===== config.mk =====
export PLATFORM = sky130hd
export DESIGN_NAME = qrr_div_cell
export DESIGN_NICKNAME = d
export VERILOG_FILES = /design/src/hdl/qrr_pkg.sv /design/src/hdl/qrr_div_cell.sv
export SDC_FILE = /design/constraint.sdc
export NUM_CORES = 1
export LEC_CHECK = 0
export BUFFER_PORTS_ARGS = -buffer_cell sky130_fd_sc_hd__buf_2
export CAP_MARGIN = 10
export CORE_AREA = 2 2 152 154
export DETAILED_ROUTE_END_ITERATION = 6
export DIE_AREA = 0 0 154 156
export PLACE_DENSITY = 0.7
export REMOVE_ABC_BUFFERS = 1
export SETUP_SLACK_MARGIN = 0.05
export SLEW_MARGIN = 5
export SYNTH_ARGS = -nofsm -noshare
export SYNTH_HDL_FRONTEND = slang
export SYNTH_SLANG_ARGS = --single-unit

===== constraint.sdc =====
create_clock -name clock -period 3.87 [get_ports clock]
set_clock_uncertainty 0.2 [all_clocks]
set_input_delay 0.387 -clock clock [delete_from_list [all_inputs] [get_ports clock]]
set_output_delay 0.387 -clock clock [all_outputs]
set_load 0.03 [all_outputs]

===== src/hdl/qrr_pkg.sv =====
// Shared tag type and root width constant for the quadratic real roots engine.
`default_nettype none
package qrr_pkg;

   localparam int ROOT_WIDTH = 33;

   typedef struct packed {
      logic valid;
      logic has_roots;
      logic degenerate;
   } qrr_tag_type;

endpackage
`default_nettype wire


===== src/hdl/qrr_div_cell.sv =====
// One quotient bit cell of the two-lane restoring divider chain.
`default_nettype none
module qrr_div_cell #(
   parameter int NW   = 34,
   parameter int DENW = 17,
   parameter int CW   = 2
) (
   input  wire logic                clock,
   input  wire logic                reset,
   input  wire logic                en,
   input  wire qrr_pkg::qrr_tag_type tag_i,
   input  wire logic [DENW-1:0]     den_i,
   input  wire logic [NW-1:0]       nump_i,
   input  wire logic [NW-1:0]       numm_i,
   input  wire logic [NW-1:0]       qp_i,
   input  wire logic [NW-1:0]       qm_i,
   input  wire logic [DENW-1:0]     remp_i,
   input  wire logic [DENW-1:0]     remm_i,
   input  wire logic [CW-1:0]       carry_i,
   output qrr_pkg::qrr_tag_type     tag_ff,
   output logic [DENW-1:0]          den_ff,
   output logic [NW-1:0]            nump_ff,
   output logic [NW-1:0]            numm_ff,
   output logic [NW-1:0]            qp_ff,
   output logic [NW-1:0]            qm_ff,
   output logic [DENW-1:0]          remp_ff,
   output logic [DENW-1:0]          remm_ff,
   output logic [CW-1:0]            carry_ff
);
   import qrr_pkg::*;

   logic [DENW:0]   shp, shm, dp, dm;
   logic            gep, gem;
   logic [DENW-1:0] remp_in, remm_in;

   always_comb begin
      shp     = {remp_i, nump_i[NW-1]};
      shm     = {remm_i, numm_i[NW-1]};
      dp      = shp - {1'b0, den_i};
      dm      = shm - {1'b0, den_i};
      gep     = (shp >= {1'b0, den_i});
      gem     = (shm >= {1'b0, den_i});
      remp_in = gep ? dp[DENW-1:0] : shp[DENW-1:0];
      remm_in = gem ? dm[DENW-1:0] : shm[DENW-1:0];
   end

   always_ff @(posedge clock) begin
      if (reset) begin
         tag_ff <= '0;
      end else if (en) begin
         tag_ff <= tag_i;
      end
   end

   always_ff @(posedge clock) begin
      if (en) begin
         den_ff   <= den_i;
         nump_ff  <= {nump_i[NW-2:0], 1'b0};
         numm_ff  <= {numm_i[NW-2:0], 1'b0};
         qp_ff    <= {qp_i[NW-2:0], gep};
         qm_ff    <= {qm_i[NW-2:0], gem};
         remp_ff  <= remp_in;
         remm_ff  <= remm_in;
         carry_ff <= carry_i;
      end
   end

endmodule
`default_nettype wire


* Word-level counts from Yosys, hierarchy flattened *
Index checks and enable logic that the tools add are counted.

cells by class
  add/subtract/negate cells = 2
  multiplexer cells = 2
  magnitude comparators = 2

operators by type and width
  kind                                          count
  greater-or-equal comparator 18 x 17 -> 1 bit  2
  two-way mux 17 bit                            2
  subtractor 17 bit                             2

storage, ports and cells
  flip-flop bits (word level) = 190
  input bits = 195

* Logic depth before layout (Yosys ltp) *
Gate-level depths: netlist of run 1.

  depth after elaboration = 2
  mapped depth = 12

* Least setup slack after synthesis of run 1 *
OpenSTA, ideal clock, no wires.

  path kind = input-to-reg
  from = input numm_i[33]
  to = register remm_ff[12] (data pin)
  path slack = 1027 ps
  arrival time = 2382 ps
  data required time = 3410 ps
  stages = 11
  path buffers = 1
  path through = inv_1 > ha_1 > inv_1 > fa_1 > a21o_1 > and2_1 > o31a_2 > o21ai_4 > inv_2 > buf_6 > mux2_4

between the ends
  cells in the longest elaborated chain, start to end = 2
  elaborated cells between the ends (all ways) = 3
  those cells by class = add/sub (1); order compare (1); mux (1)

RTL lines
  item                                          line                RTL
  start: declaration                            qrr_div_cell.sv:14  input wire logic [NW-1:0] numm_i,
  greater-or-equal comparator 18 x 17 -> 1 bit  qrr_div_cell.sv:42  gem = (shm >= {1'b0, den_i});
  named net gem                                 qrr_div_cell.sv:33  logic gep, gem;
  two-way mux 17 bit                            qrr_div_cell.sv:44  remm_in = gem ? dm[DENW-1:0] : shm[DENW-1:0];
  named net remm_in[12]                         qrr_div_cell.sv:34  logic [DENW-1:0] remp_in, remm_in;
  end signal: assignment                        qrr_div_cell.sv:63  remm_ff <= remm_in;
  end: declaration                              qrr_div_cell.sv:27  output logic [DENW-1:0] remm_ff,

The timed path passes the listed nets, and every way through them passes these cells.
A chain may end at the register's enable or synchronous reset.

* Final worst setup path of run 1 *
  from = input den_i[1]
  to = register remp_ff[16] (data pin)

between the ends
  cells in the longest elaborated chain, start to end = 2
  elaborated cells between the ends (all ways) = 3
  those cells by class = add/sub (1); order compare (1); mux (1)

RTL lines
  item                                                                               line                                    RTL
  start: declaration                                                                 qrr_div_cell.sv:12                      input wire logic [DENW-1:0] den_i,
  subtractor 17 bit or greater-or-equal comparator 18 x 17 -> 1 bit (tied branches)  qrr_div_cell.sv:39, qrr_div_cell.sv:41
  two-way mux 17 bit *                                                               qrr_div_cell.sv:43                      remp_in = gep ? dp[DENW-1:0] : shp[DENW-1:0];
  named net remp_in[16]                                                              qrr_div_cell.sv:34
  end signal: assignment                                                             qrr_div_cell.sv:62                      remp_ff <= remp_in;
  end: declaration                                                                   qrr_div_cell.sv:26                      output logic [DENW-1:0] remp_ff,

The timed path passes the listed nets; every way through them passes the cells marked *.

==> run metrics, run 1 <==
Clock Power Share 0.318; Die X about 150 um; crit share post-route 0.8620; commonest non-fill, non-tap cell in the layout buf_2; design area around 0.012 sq mm; hold_sp remm_i[3]; Avg Cell Area, Syn between 15 and 20 sq um; switching pwr 1.786 mW; WP data required between 3 and 4 ns; area delta synth->final 55.04%; final hold violation count 0; post-route ant nets 0; launch point of the worst reg-to-reg path tag_ff[2]; combinational power share 0.233; Reg power frac 0.449; CTS clk-pin slew, worst paths around 0.080 ns; Num CTS Buffers 17; Pre-Repair DR Iteration Count 5; Power Density 454.7 mW/mm^2; outcome complete, no violations; worst-margin pin slew roughly 0.81 ns; Highest Clock Rate ~0.3 GHz; worst rel slew slack 0.4596; share of cells above drive strength 1 0.4214; worst reg-to-reg path cell count 3; Setup-failing EPs final 0; Critical R2R Capture tag_ff[2]; CTS max path bufs 2; Max Cap Violations 0; hpwl dp 18.03 mm; Hold Crit Endpoint remm_ff[4]; row count between 50 and 60; top_reg_cell synth edfxtp_1; sequential area share after synthesis 0.7086; WL final 26.82 mm; leak pwr about 5.4 nW; Post-DP Area between 0.01 and 0.015 sq mm; buffer count from post-CTS setup fixing 0; Worst Setup End Kind flop; TNS Setup 0 ns; RSZ-0062 raised after global routing no; HP Class primary input to flop; Synth Cell Area 0.008009 sq mm; Synth Warn # 0; r2r setup slk between 2 and 3 ns; H-tree depth 4; Seq cells post-synth 190; Final Net Count ~1,300; fin crit period approximately 3.3 ns; CTS tree yes; Worst-Skew Late Latency ~0.42 ns; clk root buf clkbuf_16; asr flop ratio synth 0; Remaining Overflow, GRT 0; post-cts sizing count 0; Via Count approximately 6,600; die footprint about 0.024 sq mm; crit path max fanout 4; Tot GR Track Use 0.2162; Sw Ratio 0.3164; Startpoint Class primary input; GPL Wtd Cong approximately 0.86; Yosys cell types 63; Post-synth EDFFs about 190; Vias/cell slightly below 5; crit path DAT 3.32 ns; clock sink count 190; drt initial violations between 400 and 500; Layout Cells excl Fill approximately 1,400; most frequent cells in the layout buf_2, edfxtp_1, dlygate4sd3_1; Max rail drop VDD between 200 and 300 uV; I/O Pins between 300 and 400; Hold Path Stages 3; Post-Place Cells roughly 1,200; first-pass GRT wire length between 30 and 40 mm; worst setup path category primary input to flop; Buffers on Ports 382; Synth Instances between 500 and 600; fin. max-slew vios 0; cell internal pwr about 3.9 mW; initial antenna violation count 6; Initial Util 0.3581; die height between 150 and 200 um; detailed-route wire length per cell between 15 and 20 um; remaining routing DRC violations 0; vias in the first global route ~6,700; largest net degree at the start of global routing 95; core area roughly 0.022 sq mm; Final Util 0.5552
==> through the flow <==
stage | worst slack [ns] | hold WS, ns | total power [mW]
global placement | 0.5990 | 0.2700 | 3.731
floorplan | 0.9292 | 0.2594 | 3.319
detailed placement | 0.5572 | 0.2838 | 3.751
CTS | 0.5566 | 0.03127 | 5.671
global route | 0.3567 | 0.04432 | 5.857
finish | 0.5339 | 0.05760 | 5.646
==> cells in the mapped netlist, types with 2 or more instances <==
library cell / count / share of area
a2111oi_0: 3 / 0.0033
a211oi_1: 4 / 0.0037
a21o_1: 15 / 0.014
a21oi_1: 26 / 0.016
a311oi_1: 2 / 0.0022
a31oi_1: 3 / 0.0023
and2_1: 4 / 0.0031
and3_1: 2 / 0.0016
and4_1: 4 / 0.0044
buf_2: 5 / 0.0031
buf_4: 2 / 0.0019
buf_6: 3 / 0.0042
clkbuf_1: 3 / 0.0014
dfxtp_1: 3 / 0.0075
edfxtp_1: 187 / 0.70
fa_1: 2 / 0.0050
ha_1: 34 / 0.053
inv_1: 24 / 0.011
inv_2: 2 / 0.00094
mux2_2: 17 / 0.024
mux2_4: 4 / 0.0075
mux2i_1: 3 / 0.0037
nand2_1: 34 / 0.016
nand3_1: 14 / 0.0087
nand4_1: 2 / 0.0016
nor2_1: 18 / 0.0084
nor2b_1: 5 / 0.0039
nor3_1: 3 / 0.0019
nor3b_1: 3 / 0.0028
o211ai_1: 2 / 0.0019
o21a_1: 10 / 0.0094
o21ai_0: 16 / 0.010
o21bai_1: 2 / 0.0019
o31ai_1: 6 / 0.0056
or2_2: 3 / 0.0023
xnor2_1: 15 / 0.016
xor2_1: 4 / 0.0044
==> layer usage <==
layer | GRT usage | part of all wire
met4 | 0.07655 | 0.023
met5 | 0 | 0.00086
met2 | 0.3739 | 0.51
met1 | 0.2533 | 0.39
met3 | 0.07028 | 0.077
==> what timing repair did <==
item | in CTS | in global routing
endpoints found under the setup margin | 0 | 0
hold endpoints to repair | 153 | 0
hold buffers | 154 | 0
==> flip-flops by register name, summed over array words and instances (netlist names), 3 cells and up <==
name / count
qm_ff: 34
nump_ff: 33
numm_ff: 33
remp_ff: 17
remm_ff: 17
tag_ff: 3
den_ff: 17
qp_ff: 34
==> layout make-up <==
cell class / count / area [sq um]
fill: 1822 / 9948
sequential: 190 / 5675
timing repair buffer: 540 / 3505
multi-input combinational: 287 / 2155
clock buffer: 17 / 425.4
tap: 285 / 356.6
clock inverter: 15 / 185.2
inverter: 26 / 97.59
antenna: 7 / 17.52
==> worst max-delay path by stage <==
stage	from	end	slack [ns]	cells past startpoint
after floorplan	numm_i[33]	remm_ff[12]	0.93	10
after global routing	den_i[1]	remp_ff[4]	0.36	11
after global placement	den_i[0]	remp_ff[14]	0.60	10
after CTS	den_i[1]	remp_ff[5]	0.56	11
final	den_i[1]	remp_ff[16]	0.53	10
after detailed placement	den_i[0]	remp_ff[16]	0.56	10
==> kinds of logic (layout without fill, tap and decap cells) <==
logic type | after synthesis | after routing | share of synthesized area
AO/OA/AOI/OAI | 109 | 109 | 0.09452
other | 1 | 9 | 0.0004682
XOR/XNOR | 19 | 19 | 0.02078
adder cells (fa/ha/maj) | 36 | 36 | 0.05812
flip-flops | 190 | 190 | 0.7086
multiplexers | 24 | 24 | 0.03515
buffers and inverters | 39 | 598 | 0.02281
AND/OR/NAND/NOR | 97 | 97 | 0.05952
==> critical path, cell delays in order <==
cell and delay, ns:
dlygate4sd3_1 0.54, buf_2 0.12, inv_1 0.13, fa_1 0.50, a21oi_1 0.24, o211ai_1 0.18, a221oi_1 0.57, a31oi_1 0.20
xor2_1 0.18, mux2_2 0.27
==> power groups by stage <==
stage	logic [mW]	clock network (mW)	registers, mW
after floorplan	0.339	0	2.98
after global placement	1.16	0	2.57
after detailed placement	1.18	0	2.57
after CTS	1.31	1.83	2.53
after global routing	1.40	1.91	2.55
final	1.32	1.79	2.54
Note: power is estimated with default switching activity, not from simulation.
==> run 2, diff against run 1 <==
--- a/config.mk
+++ b/config.mk
@@ -10,7 +10,7 @@
 export CORE_AREA = 2 2 152 154
 export DETAILED_ROUTE_END_ITERATION = 6
 export DIE_AREA = 0 0 154 156
-export PLACE_DENSITY = 0.7
+export PLACE_DENSITY_LB_ADDON = 0.3
 export REMOVE_ABC_BUFFERS = 1
 export SETUP_SLACK_MARGIN = 0.05
 export SLEW_MARGIN = 5
==> run 2 against run 1 <==
Against the previous run: sequential power is essentially flat; largest power group unchanged; wire length decreased by 6.5%; combinational power about the same; largest cell class unchanged; sequential cell count unchanged; register-to-register slack gained 0.04 ns; critical path depth is 1 higher; first-iteration DRC count shrank 19%; critical path type unchanged; non-clock buffer count decreased by 1; design area is 0.15% lower; worst hold slack worse by 0.037 ns.
==> run metrics, run 2 (synthesized netlist as in run 1, its figures left out) <==
registers with the most flip-flops qm_ff: 34 flops, qp_ff: 34 flops (unchanged); Pre-Repair DR Iteration Count 6 (was 5); Max Cap Violations 0 (unchanged); cell internal pwr 3.859 mW (about the same); Hold Crit Endpoint den_ff[0] (was remm_ff[4]); area delta synth->final 54.80% (was 55.04%); initial antenna violation count 3 (was 6); multi-input logic area 0.002155 sq mm (unchanged); r2r setup slk 2.54 ns (was 2.50 ns); Die X 154 um (unchanged); Tot GR Track Use 0.1992 (was 0.2162); Buffers on Ports 382 (unchanged); buffer count from post-CTS setup fixing 0 (unchanged); Hold Path Stages 1 (was 3); crit path max fanout 15 (was 4); Sw Ratio 0.3150 (was 0.3164); commonest non-fill, non-tap cell in the layout buf_2 (unchanged); hold_sp den_i[0] (was remm_i[3]); row count 55 (unchanged); outcome complete, no violations (unchanged); combinational power share 0.231 (was 0.233); critical path's largest stage delay 0.51 ns (was 0.57 ns); hold_ws 0.02017 ns (was 0.05760 ns); most frequent cells in the layout buf_2, edfxtp_1, dlygate4sd3_1 (unchanged); WL final 25.09 mm (was 26.82 mm); Vias/cell 4.804 (was 4.830); Clock Power Share 0.319 (was 0.318); Num CTS Buffers 17 (unchanged); Power Density 454.4 mW/mm^2 (was 454.7 mW/mm^2); Critical R2R Capture tag_ff[2] (unchanged); die height 156 um (unchanged); worst reg-to-reg path cell count 3 (unchanged); drt initial violations 338 (was 417); clock sink count 190 (unchanged); largest net degree at the start of global routing 95 (unchanged); die footprint 0.02402 sq mm (unchanged); fillers 1,791 (was 1,822); final hold violation count 0 (unchanged); fin. max-slew vios 0 (unchanged); CTS max path bufs 2 (unchanged); crit share post-route 0.8318 (was 0.8620); worst rel slew slack 0.4636 (was 0.4596); WP data required 3.85 ns (about the same); crit path DAT 3.20 ns (was 3.32 ns); I/O Pins 387 (unchanged); Startpoint Class primary input (unchanged); leak pwr 5.384 nW (was 5.391 nW); Max rail drop VDD 245.2 uV (was 260.3 uV); Highest Clock Rate 0.3106 GHz (was 0.2998 GHz); Reg power frac 0.450 (was 0.449); CTS tree yes (unchanged); Worst-Skew Late Latency 0.44 ns (was 0.42 ns); launch point of the worst reg-to-reg path tag_ff[2] (unchanged); clk root buf clkbuf_16 (unchanged); HP Class primary input to flop (unchanged); Initial Util 0.3581 (unchanged); GPL Wtd Cong 0.8466 (was 0.8567); Via Count 6,543 (was 6,603); hpwl dp 17.13 mm (was 18.03 mm); share of cells above drive strength 1 0.4199 (was 0.4214); detailed-route wire length per cell 18.42 um (was 19.62 um); H-tree depth 4 (unchanged); remaining routing DRC violations 0 (unchanged); Worst Setup End Kind flop (unchanged); Remaining Overflow, GRT 0 (unchanged); switching pwr 1.775 mW (was 1.786 mW); first-pass GRT wire length 36.46 mm (was 38.83 mm); fin crit period 3.219 ns (was 3.336 ns); CP cell instances dlygate4sd3_1 > buf_2 > inv_1 > fa_1 > a21oi_1 > o211a_1 > a21oi_1 > o21ai_1 > and2_2 > inv_2 > mux2_2 (was dlygate4sd3_1 > buf_2 > inv_1 > fa_1 > a21oi_1 > o211ai_1 > a221oi_1 > a31oi_1 > xor2_1 > mux2_2); post-route ant nets 0 (unchanged); TNS Setup 0 ns (unchanged); core area 0.02237 sq mm (unchanged); RSZ-0062 raised after global routing no (unchanged); Final Util 0.5544 (was 0.5552); CTS clk-pin slew, worst paths 0.08 ns (about the same); Worst path slowest cell dlygate4sd3_1 (was a221oi_1); sequential cell area 0.005675 sq mm (unchanged); worst-margin pin slew 0.8046 ns (was 0.8107 ns); vias in the first global route 6,571 (was 6,681); worst setup path category primary input to flop (unchanged); Final Net Count 1,292 (was 1,293); Setup-failing EPs final 0 (unchanged); most frequent CP cell a21oi_1
[run 2: repair_timing]
item | 4_1_cts | 5_1_grt
endpoints found under the hold margin | 153 | 0
gates resized for setup | 0 | 0
hold buffers | 154 | 0
[run 2: power groups by stage]
stage          logic [mW]  registers (mW)  clock network [mW]
4_1_cts              1.30            2.53                1.84
6_report             1.30            2.53                1.80
3_5_place_dp         1.17            2.57                   0
3_3_place_gp         1.16            2.57                   0
5_1_grt              1.38            2.55                1.91
2_1_floorplan       0.339            2.98                   0
[run 2: worst max path at each step]
stage | start | end | slack [ns] | cells after the start
after floorplan | numm_i[33] | remm_ff[12] | 0.93 | 10
after global placement | den_i[0] | remp_ff[16] | 0.71 | 10
after detailed placement | den_i[0] | remp_ff[16] | 0.66 | 10
after CTS | den_i[1] | remp_ff[16] | 0.65 | 10
after global routing | den_i[1] | remp_ff[16] | 0.50 | 10
final | den_i[1] | remp_ff[5] | 0.65 | 11
[run 2: cell type report]
class	count	share of cell area
Inverter	26	0.007872
Antenna cell	3	0.0006055
Clock buffer	17	0.03431
Tap cell	285	0.02876
Timing Repair Buffer	539	0.2821
Multi-Input combinational cell	287	0.1738
Clock inverter	15	0.01484
Sequential cell	190	0.4578
[run 2: worst max-delay path: cells and delay by family]
kind | cells | cell delay (ns)
adders and majority gates | 1 | 0.49
and+or+nand+nor | 1 | 0.25
muxes | 1 | 0.31
AOI/OAI and AO/OA | 4 | 0.84
buffers and inverters | 4 | 0.90
[run 2: per-layer routing]
metal | share of wire | track usage | wire [um] | vias to the layer above
met2 | 0.52 | 0.3572 | 13090 | 288
met5 | 0 | 0 | 0 | -
met4 | 0.026 | 0.07566 | 660 | 0
met3 | 0.081 | 0.06250 | 2038 | 47
li1 | - | - | - | 3084
met1 | 0.37 | 0.2219 | 9293 | 3124
[run 2: metrics by stage]
stage | std cells | cell area, sq um | setup WS (ns) | total power, mW
6_report | 1362 | 12400 | 0.6509 | 5.634
5_1_grt | 1361 | 12400 | 0.4963 | 5.846
4_1_cts | 1359 | 12390 | 0.6528 | 5.667
3_5_place_dp | 1173 | 10240 | 0.6643 | 3.740
3_3_place_gp | 1173 | 10240 | 0.7057 | 3.730
2_1_floorplan | 503 | 7928 | 0.9292 | 3.319
==> run 3, diff against run 2 <==
--- a/config.mk
+++ b/config.mk
@@ -7,9 +7,9 @@
 export LEC_CHECK = 0
 export BUFFER_PORTS_ARGS = -buffer_cell sky130_fd_sc_hd__buf_2
 export CAP_MARGIN = 10
-export CORE_AREA = 2 2 152 154
+export CORE_AREA = 2 2 150 152
 export DETAILED_ROUTE_END_ITERATION = 6
-export DIE_AREA = 0 0 154 156
+export DIE_AREA = 0 0 152 154
 export PLACE_DENSITY_LB_ADDON = 0.3
 export REMOVE_ABC_BUFFERS = 1
 export SETUP_SLACK_MARGIN = 0.05
==> constraint.sdc (replaced) <==
create_clock -name clock -period 2.6 [get_ports clock]
set_clock_uncertainty 0.2 [all_clocks]
set_input_delay 0.26 -clock clock [delete_from_list [all_inputs] [get_ports clock]]
set_output_delay 0.26 -clock clock [all_outputs]
set_load 0.03 [all_outputs]
==> run 3 against run 2 <==
Against the previous run: count of clock-buffer cells in the layout rose by 1; clock power rose by 46%; setup slack got worse by 0.56 ns; total power rose by 52%; wire length rose by 4.9%; via count rose by 6.8%; sequential share of layout area fell by 3.3 points; sequential cell count did not move; sequential power rose by 49%; highest routed layer is now met5.
==> run metrics, run 3 (synthesized netlist as in run 1, its figures left out) <==
outcome complete, no violations (unchanged); hold_ws 0.05362 ns (was 0.02017 ns); buffer count from post-CTS setup fixing 0 (unchanged); drt initial violations 364 (was 338); share of cells above drive strength 1 0.4533 (was 0.4199); critical path's largest stage delay 0.54 ns (was 0.51 ns); n_diodes 0 (was 3); Via Count 6,986 (was 6,543); initial antenna violation count 1 (was 3); worst-margin pin slew 0.6012 ns (was 0.8046 ns); die footprint 0.02341 sq mm (was 0.02402 sq mm); vias in the first global route 7,281 (was 6,571); commonest non-fill, non-tap cell in the layout buf_2 (unchanged); largest net degree at the start of global routing 68 (was 95); CTS max path bufs 2 (unchanged); Worst Setup End Kind flop (unchanged); Buffers on Ports 382 (unchanged); total power 8.563 mW (was 5.634 mW); Tot GR Track Use 0.2196 (was 0.1992); GPL Wtd Cong 0.8392 (was 0.8466); first-pass GRT wire length 40.12 mm (was 36.46 mm); hpwl dp 18.49 mm (was 17.13 mm); Die X 152 um (was 154 um); fin crit period around 2.5 ns; Worst-Skew Late Latency 0.42 ns (was 0.44 ns); Final Net Count 1,407 (was 1,292); H-tree depth 4 (unchanged); clock sink count 190 (unchanged); Startpoint Class primary input (unchanged); WP data required 2.62 ns (was 3.85 ns); Max rail drop VDD 420.8 uV (was 245.2 uV); Initial Util 0.3693 (was 0.3581); HP Class primary input to flop (unchanged); worst setup path category primary input to flop (unchanged); Setup-failing EPs final 0 (unchanged); fillers 1,649 (was 1,791); Remaining Overflow, GRT 0 (unchanged); Final Util 0.6166 (was 0.5544); Worst path slowest cell dlygate4sd3_1 (unchanged); area delta synth->final 66.97% (was 54.80%); registers with the most flip-flops qm_ff: 34 flops, qp_ff: 34 flops (unchanged); post-route ant nets 0 (unchanged); number of buffers and inverters on the critical path 3 (was 4); WL final 26.31 mm (was 25.09 mm); RSZ-0062 raised after global routing yes (was no); Vias/cell 4.756 (was 4.804); Num CTS Buffers 17 (unchanged); CTS clk-pin slew, worst paths 0.08 ns (about the same); clk root buf clkbuf_16 (unchanged); Power Density 640.3 mW/mm^2 (was 454.4 mW/mm^2); remaining routing DRC violations 0 (unchanged); Highest Clock Rate ~0.4 GHz; final hold violation count 0 (unchanged); CTS tree yes (unchanged); crit share post-route 0.9645; worst rel slew slack 0.5992 (was 0.4636); crit path DAT 2.53 ns (was 3.20 ns); I/O Pins 387 (unchanged); leak pwr 5.936 nW (was 5.384 nW); core area 0.02169 sq mm (was 0.02237 sq mm); Pre-Repair DR Iteration Count 4 (was 6); Max Cap Violations 0 (unchanged); crit path max fanout 10 (was 15); fin. max-slew vios 0 (unchanged); CP top delay family compound AO/OA/AOI/OAI gates (was buffers and inverters); row count 54 (was 55); detailed-route wire length per cell 17.91 um (was 18.42 um); most frequent cells in the layout buf_2, edfxtp_1, dlygate4sd3_1 (unchanged); CP cell instances dlygate4sd3_1 > buf_2 > ha_1 > o221a_2 > o31a_2 > o21ai_4 > clkinv_4 > o311ai_0 > o31ai_1 (was dlygate4sd3_1 > buf_2 > inv_1 > fa_1 > a21oi_1 > o211a_1 > a21oi_1 > o21ai_1 > and2_2 > inv_2 > mux2_2); die height 154 um (was 156 um)
==> run 3: layer usage <==
layer | track usage | routed length [um] | up-vias
met2 | 0.4015 | 13990 | 287
li1 | - | - | 3305
met5 | 0 | 7 | -
met3 | 0.05750 | 1694 | 40
met4 | 0.06409 | 548 | 2
met1 | 0.2534 | 10070 | 3352
==> run 3: final timing paths <==
| path | start | cells past startpoint | to | slack (ns) |
|---|---|---|---|---|
| worst max-delay path | remm_i[6] | 9 | remm_ff[16] | 0.09 |
| worst min-delay path | remm_i[10] | 3 | remm_ff[11] | 0.05 |
| worst max register to register | tag_ff[0] | 3 | tag_ff[0] | 1.27 |
| worst min register to register | tag_ff[2] | 2 | tag_ff[2] | 0.29 |
==> run 3: final cells by class <==
cell class	count	area (sq um)	share of cell area
clock inverter	14	167.7	0.01254
multi-input combinational	287	2172	0.1624
inverter	26	105.1	0.007859
clock buffer	18	429.2	0.03209
sequential	190	5675	0.4244
tap	280	350.3	0.02620
timing repair buffer	654	4473	0.3345
==> run 3: tightest hold or removal path: stages <==
cell and delay [ns]:
buf_2 0.11, nor2_1 0.09, a31oi_1 0.05
==> run 3: repair_timing <==
action,4_1_cts,5_1_grt
gates resized for setup,0,9
endpoints found under the setup margin,0,24
hold buffers,184,0
endpoints found under the hold margin,183,0
==> run 3: power breakdown <==
| group | total (mW) | internal [mW] | switching (mW) |
|---|---|---|---|
| clock network | 2.62 | 1.31 | 1.32 |
| logic | 2.16 | 0.896 | 1.26 |
| registers | 3.78 | 3.70 | 0.0797 |
==> run 3: through the flow <==
step / setup slack [ns] / instance area [sq um] / cells / TNS [ns]
global placement: -0.2400 / 10910 / 1253 / -5.351
CTS: 0.06676 / 13350 / 1469 / 0
floorplan: -0.2138 / 7928 / 503 / -1.445
finish: 0.09226 / 13370 / 1469 / 0
global route: 0.02492 / 13370 / 1469 / 0
detailed placement: -0.2582 / 10910 / 1253 / -6.295
